==> config.mk <==
export PLATFORM = sky130hd
export DESIGN_NAME = jec_cell
export DESIGN_NICKNAME = d
export VERILOG_FILES = /design/src/jec_pkg.sv /design/src/jec_cell.sv
export SDC_FILE = /design/constraint.sdc
export NUM_CORES = 2
export LEC_CHECK = 0
export BUFFER_PORTS_ARGS = -buffer_cell sky130_fd_sc_hd__clkbuf_2
export CAP_MARGIN = 20
export CORE_MARGIN = 2
export CORE_UTILIZATION = 45
export DETAILED_ROUTE_END_ITERATION = 7
export GPL_ROUTABILITY_DRIVEN = 0
export PLACE_DENSITY = 0.66
export SYNTH_ARGS = -nofsm -noshare
export SYNTH_HDL_FRONTEND = slang
export SYNTH_SLANG_ARGS = --single-unit
==> constraint.sdc <==
create_clock -name clk -period 21.3 [get_ports clk]
set_clock_uncertainty 0.05 [all_clocks]
set_input_delay 3.195 -clock clk [delete_from_list [all_inputs] [get_ports clk]]
set_output_delay 3.195 -clock clk [all_outputs]
set_load 0.02 [all_outputs]
==> src/jec_pkg.sv <==
package jec_pkg;

  // Field widths fixed by the pixel and register formats.
  localparam int START_W = 15;
  localparam int K_W     = 14;
  localparam int COLOR_W = 8;

  // Colour sequence: start value and step per iteration run.
  localparam logic [COLOR_W-1:0] COLOR_START = 8'd240;
  localparam logic [COLOR_W-1:0] COLOR_STEP  = 8'd16;

  // Configuration register indexes.
  localparam int CFG_IDX_W = 1;
  localparam logic [CFG_IDX_W-1:0] CFG_JULIA_REAL = 1'b0;
  localparam logic [CFG_IDX_W-1:0] CFG_JULIA_IMAG = 1'b1;

  // Control and colour that travel with each item along the chain.
  typedef struct packed {
    logic               valid;
    logic               done;
    logic [COLOR_W-1:0] color;
  } jec_tag_t;

endpackage

==> src/jec_cell.sv <==
module jec_cell import jec_pkg::*; #(
  parameter int FRAC = 12,
  parameter int ZW   = 20
) (
  input  logic                  clk,
  input  logic                  rst_n,
  input  logic                  en,
  input  logic                  check_en,
  input  logic signed [K_W-1:0] k_real,
  input  logic signed [K_W-1:0] k_imag,
  input  jec_tag_t              tag_i,
  input  logic signed [ZW-1:0]  zr_i,
  input  logic signed [ZW-1:0]  zi_i,
  output jec_tag_t              tag_o,
  output logic signed [ZW-1:0]  zr_o,
  output logic signed [ZW-1:0]  zi_o
);

  localparam int PW = 2 * ZW;
  localparam logic [PW:0] LIMIT = (PW + 1)'(1) << (2 * FRAC + 2);

  jec_tag_t              p_tag_r;
  logic signed [PW-1:0]  sq_re_r;
  logic signed [PW-1:0]  sq_im_r;
  logic signed [PW-1:0]  cross_r;

  logic [PW:0]           mag;
  logic                  escaped;
  logic                  stop;
  logic signed [PW:0]    diff;
  logic signed [ZW-1:0]  nr;
  logic signed [ZW-1:0]  ni;

  jec_tag_t              z_tag_r, z_tag_nxt;
  logic signed [ZW-1:0]  zr_r, zr_nxt;
  logic signed [ZW-1:0]  zi_r, zi_nxt;

  // Product stage: squares and cross product of the incoming point.
  always_ff @(posedge clk) begin
    if (!rst_n) begin
      p_tag_r <= '0;
    end else if (en) begin
      p_tag_r <= tag_i;
    end
  end

  always_ff @(posedge clk) begin
    if (en) begin
      sq_re_r <= zr_i * zr_i;
      sq_im_r <= zi_i * zi_i;
      cross_r <= zr_i * zi_i;
    end
  end

  // The squares of the incoming point give its magnitude for the escape test.
  assign mag     = {1'b0, sq_re_r} + {1'b0, sq_im_r};
  assign escaped = check_en && (mag > LIMIT);
  assign stop    = p_tag_r.done || escaped;

  // New point: real and imaginary parts after the floor shifts, plus the constant.
  assign diff = $signed({sq_re_r[PW-1], sq_re_r}) - $signed({sq_im_r[PW-1], sq_im_r});
  assign nr   = ZW'(diff >>> FRAC) + ZW'(k_real);
  assign ni   = ZW'(cross_r >>> (FRAC - 1)) + ZW'(k_imag);

  // An item that has escaped passes on with its colour unchanged.
  always_comb begin
    z_tag_nxt      = p_tag_r;
    z_tag_nxt.done = stop;
    if (!stop) begin
      z_tag_nxt.color = p_tag_r.color + COLOR_STEP;
    end
    zr_nxt = nr;
    zi_nxt = ni;
  end

  always_ff @(posedge clk) begin
    if (!rst_n) begin
      z_tag_r <= '0;
    end else if (en) begin
      z_tag_r <= z_tag_nxt;
    end
  end

  always_ff @(posedge clk) begin
    if (en) begin
      zr_r <= zr_nxt;
      zi_r <= zi_nxt;
    end
  end

  assign tag_o = z_tag_r;
  assign zr_o  = zr_r;
  assign zi_o  = zi_r;

endmodule

# --- After elaboration in Yosys (flattened, before gate mapping) ---
# Index checks and enable logic that the tools add are counted.
word_totals:
  ff_bits: 171
  elab_cells: 23
op_classes:
  add_sub_neg: 5
  n_mul: 3
  n_lt_le_gt_ge: 1
  n_mux: 1
  n_reduce_logical: 2
ops:
  columns: ["op", "count"]
  rows:
  - ["20-bit by 20-bit multiplier with 40-bit output", 2]
  - ["40-bit by 40-bit adder with 41-bit output", 1]
  - ["41-bit by 27-bit > comparator with 1-bit output, second input constant", 1]
  - ["20-bit by 14-bit adder with 20-bit output", 2]
  - ["32-bit subtractor", 1]
  - ["20-bit by 20-bit multiplier with 31-bit output", 1]
  - ["8-bit by 5-bit adder with 8-bit output, second input constant", 1]
  - ["8-bit 2-to-1 mux", 1]
  - ["1-bit logical AND", 1]
  - ["1-bit logical OR", 1]

# --- Logic depth before layout (Yosys ltp) ---
logic_depth:
  depth_word: 5
  depth_mapped: 30
  mapped_depth_nobuf: 29

# --- Worst setup path after synthesis ---
# OpenSTA, ideal clock, no wires.
synth_path:
  path_kind: "in2reg"
  from: "input zr_i[19]"
  to: "register sq_re_r[38] (data pin)"
  setup_ns: 0.258
  t_arrival_ns: 10.010
  t_required_ns: 20.992
  path_slack_ns: 10.982
  cell_stages: 23
  cell_sequence: "clkbuf_1 clkbuf_1 nand2_1 fa_1 inv_1 fa_1 fa_1 inv_1 fa_1 inv_1 fa_1 fa_1 inv_1 fa_1 inv_1 ha_1 a21o_1 o41a_1 a41o_1 o41a_1 a21o_1 a21oi_1 xnor2_1"
synth_via:
  elab_chain_len: 1
synth_rtl:
  columns: ["element", "line_no", "rtl"]
  rows:
  - ["from (decl)", "jec_cell.sv:12", "input logic signed [ZW-1:0] zr_i,"]
  - ["20-bit by 20-bit multiplier with 40-bit output", "jec_cell.sv:49", "sq_re_r <= zr_i * zr_i;"]
  - ["to (signal assigned)", "jec_cell.sv:49", null]
  - ["to (decl)", "jec_cell.sv:23", "logic signed [PW-1:0] sq_re_r;"]
# Every way passes these cells.
# A chain may end at the register's enable or synchronous reset.

# --- Final worst setup path ---
layout_path:
  from: "input zr_i[6]"
  to: "register sq_re_r[39] (data pin)"
# Same word-level chain as after synthesis.

==> impl_metrics.py <==
metrics = {
    "critical_path": {
        "reg2regPathDepth": 22,
        "critical_path.max_stage_delay_ns": 0.69,
        "critical_path_cell_by_cell": "clkbuf_2 > buf_4 > clkinv_1 > nor2_1 > fa_1 > fa_1 > inv_1 > fa_1 > inv_1 > fa_1 > fa_1 > fa_1 > fa_1 > ha_1 > nand3_1 > a2111oi_0 > o21ai_0 > o211ai_1 > nand2_1 > o211a_1 > o21bai_1 > a21oi_1 > xnor2_1",
        "start_kind": "input pin",
        "cpMaxStageDelayCell": "sky130_fd_sc_hd__a2111oi_0",
        "timing.critical_path.max_delay_family": "adder cells",
        "cp_num_cells": 23,
        "critPathArrivalTime_ns": 11.35,
        "crit_required_ns": 21.56,
        "crit_path_end_kind": "flip-flop",
        "worstSetupPathType": "input pin to flip-flop",
        "cp_max_fo": 34,
        "critical_path_buf_inv_count": 5,
        "worst_path_most_repeated_cell": "sky130_fd_sc_hd__fa_1",
    },
    "timing": {
        "unrepaired_setup_endpoints_after_global_routing": "false",
        "fmax_ghz": 0.09016,
        "worst-slew-pin-transition_ns": 1.070,
        "final-hold-violation-count": 0,
        "final_critical_period_ns": 11.09,
        "holdWs_ns": 0.4463,
        "maxSlewHeadroom_pct": 27.73,
        "report.final.slew_viol_count": 0,
        "finalSetupTns_ns": 0,
        "min_period_over_period_pct": 52.07,
        "finalSetupViolations": 0,
    },
    "synthesis": {
        "synth-seq-cells": 158,
        "netlist_top_cells_area": "sky130_fd_sc_hd__fa_1 (44%), sky130_fd_sc_hd__ha_1 (11%), sky130_fd_sc_hd__inv_1 (10%)",
        "yosysWarnings": 0,
        "synth_enable_flop_cells": 138,
        "synth.yosys.seq_area_share_pct": 9.266,
        "synth_adder_area_share_pct": 55.36,
        "synth_compound_area_share_pct": 6.753,
        "synthDominantAreaCellType": "sky130_fd_sc_hd__fa_1",
        "synth.area.mux_share_pct": 0.5843,
        "synth_xor_xnor_area_share_pct": 3.679,
        "avgSynthCellArea_um2": 9.393,
        "postSynth.asyncResetShare_pct": 0,
        "yosys.area_share.simple_pct": 12.39,
        "synthesis.nets": 6819,
        "yosys.area.top_type_share_pct": 44.50,
        "synthFlopType": "sky130_fd_sc_hd__edfxtp_1",
        "synthCells": 5221,
        "synth_cell_types": 92,
        "main_combinational_cell_family_by_area_after_synthesis": "adder cells",
        "mappedNetlistArea_mm2": 0.04904,
    },
    "global_routing": {
        "grt_first_pass_wirelength_um": 196100,
        "number_of_antenna_violations_at_the_first_check_in_global_routing": 2,
        "first_global_vias": 37730,
        "total_track_usage_pct": 22.39,
        "overflow": 0,
        "grt_max_degree": 101,
    },
    "floorplan": {
        "core-area_mm2": 0.1086,
        "effective_utilization_at_floorplan_pct": 45.18,
        "floorplan.die_area_mm2": 0.1116,
        "num_rows": 121,
        "io_pins": 132,
        "die_width_um": 334.1,
        "dieHeight_um": 334.1,
    },
    "drt": {
        "overall_routed_net_length_um": 117200,
        "vias": 34600,
        "drt_first_pass_iters": 8,
        "detail_route.vias_per_cell": 5.197,
        "avgRoutedWirePerCell_um": 17.61,
        "drc": 1,
        "drt_iter0_markers": 2307,
        "antenna_violating_nets_post_route": 0,
    },
    "placement": {
        "io_buffer_count": 131,
        "dpl.hpwl_um": 92100,
    },
    "cells_and_area": {
        "final_cell_mix": "sky130_fd_sc_hd__inv_1 (1352), sky130_fd_sc_hd__fa_1 (1090), sky130_fd_sc_hd__nand2_1 (510)",
        "n_fill_cell": 10220,
        "final_net_count": 6828,
        "multiInputGateArea_mm2": 0.03863,
        "insertedDiodeCount": 0,
        "post_route_cells_drive_above_1_share_pct": 5.169,
        "mostFrequentLayoutCell": "sky130_fd_sc_hd__inv_1",
        "area.sequential_mm2": 0.004544,
        "area_growth_pct": 5.363,
    },
    "clock_network": {
        "clk_pin_slew_ns": 0.10,
        "cts_inserted_buffers": 17,
        "clk_latency_ns": 0.51,
        "post_cts.resized_instances": 0,
        "clock_path_buffers": 2,
        "clock_tree.htree_level_count": 4,
        "postCtsSetupBuffers": 0,
        "cts_tree": "yes",
        "clk_root_buf": "sky130_fd_sc_hd__clkbuf_16",
        "cts_hold_buffers": 0,
        "tritoncts_num_sinks": 158,
    },
    "flow_run": {
        "max-cap-violations": 0,
    },
    "outcome": {
        "violations": "design-rule violations",
        "status": "finished, violations left",
    },
    "min_path": {
        "worstHoldPathCells": 2,
        "min_path_type": "flip-flop to flip-flop",
    },
}
cell usage after synthesis (30+ instances only):
cell type	count
sky130_fd_sc_hd__edfxtp_1	138
sky130_fd_sc_hd__and2_1	256
sky130_fd_sc_hd__nand2_1	510
sky130_fd_sc_hd__nor3_1	53
sky130_fd_sc_hd__a21oi_1	134
sky130_fd_sc_hd__fa_1	1090
sky130_fd_sc_hd__xor2_1	42
sky130_fd_sc_hd__nor2b_1	44
sky130_fd_sc_hd__nand3_1	30
sky130_fd_sc_hd__nor2_1	236
sky130_fd_sc_hd__a21o_1	55
sky130_fd_sc_hd__xnor2_1	164
sky130_fd_sc_hd__inv_1	1352
sky130_fd_sc_hd__ha_1	426
sky130_fd_sc_hd__o21ai_0	83
sky130_fd_sc_hd__clkbuf_1	164
worst paths after layout:
| path | end | slack, ns | from |
|---|---|---|---|
| setup / recovery | sq_re_r[39]$_DFFE_PP_ | 10.21 | zr_i[6] |
| hold / removal | p_tag_r[9]$_SDFFE_PN0P_ | 0.45 | p_tag_r[9]$_SDFFE_PN0P_ |
| setup reg to reg | zr_o[19]$_DFFE_PP_ | 14.75 | sq_re_r[8]$_DFFE_PP_ |
| hold reg to reg | p_tag_r[9]$_SDFFE_PN0P_ | 0.45 | p_tag_r[9]$_SDFFE_PN0P_ |
metrics by stage:
stage               util (%)  setup slack, ns  instances  cell area [µm²]
finish                 47.60            10.21       6657            51670
detailed placement     47.03            9.930       6624            51050
CTS                    47.58            10.46       6656            51640
global route           47.60            9.957       6657            51670
global placement       47.03            9.993       6624            51050
floorplan                  -            10.98       5221            49040
worst register-to-register path: stages (launching register included):
cell                        delay, ns
sky130_fd_sc_hd__edfxtp_1        0.48
sky130_fd_sc_hd__ha_1            0.51
sky130_fd_sc_hd__o21a_1          0.18
sky130_fd_sc_hd__o21ai_0         0.07
sky130_fd_sc_hd__a211o_1         0.31
sky130_fd_sc_hd__a21oi_1         0.18
sky130_fd_sc_hd__a31oi_1         0.19
sky130_fd_sc_hd__o41ai_1         0.97
sky130_fd_sc_hd__a31o_2          0.30
sky130_fd_sc_hd__o21a_1          0.13
sky130_fd_sc_hd__o21a_1          0.17
sky130_fd_sc_hd__o21a_1          0.15
sky130_fd_sc_hd__nor2_1          0.09
sky130_fd_sc_hd__ha_1            0.38
sky130_fd_sc_hd__and3_1          0.18
sky130_fd_sc_hd__a31oi_1         0.15
sky130_fd_sc_hd__a2111oi_0       0.62
sky130_fd_sc_hd__o21a_1          0.20
sky130_fd_sc_hd__o21ai_0         0.11
sky130_fd_sc_hd__a211oi_1        0.43
sky130_fd_sc_hd__or4_1           0.18
sky130_fd_sc_hd__nand3_1         0.10
sky130_fd_sc_hd__xnor2_1         0.14
cell type report:
cell class              instances  share of cell area, %
well taps                    1414                  3.424
flip-flops and latches        158                  8.795
clock inverters                15                 0.3317
clock buffers                  17                 0.8233
multi-input cells            3512                  74.77
inverters                    1369                  9.945
repair buffers                172                  1.915
flip-flops by register name (all words and copies together), names as in the netlist:
name	count
sq_re_r	39
tag_o	10
zr_o	20
zi_o	20
sq_im_r	39
cross_r	20
p_tag_r	10
routing by layer:
metal	track usage, %	vias to the layer above	routed length, µm
li1	-	15720	-
met1	29.08	17680	48130
met2	37.75	1013	56890
met3	3.746	181	7596
met4	8.099	2	4585
met5	0	-	13
kinds of logic after synthesis:
family	Yosys count
simple gates	1272
fa+ha+maj	1516
xor+xnor	206
mux	28
buf+inv	1551
compound gates	490
flops	158
Power is left out: the tool's default activity adds up to more than one toggle a clock period on the data nets, which glitch-free logic cannot reach.
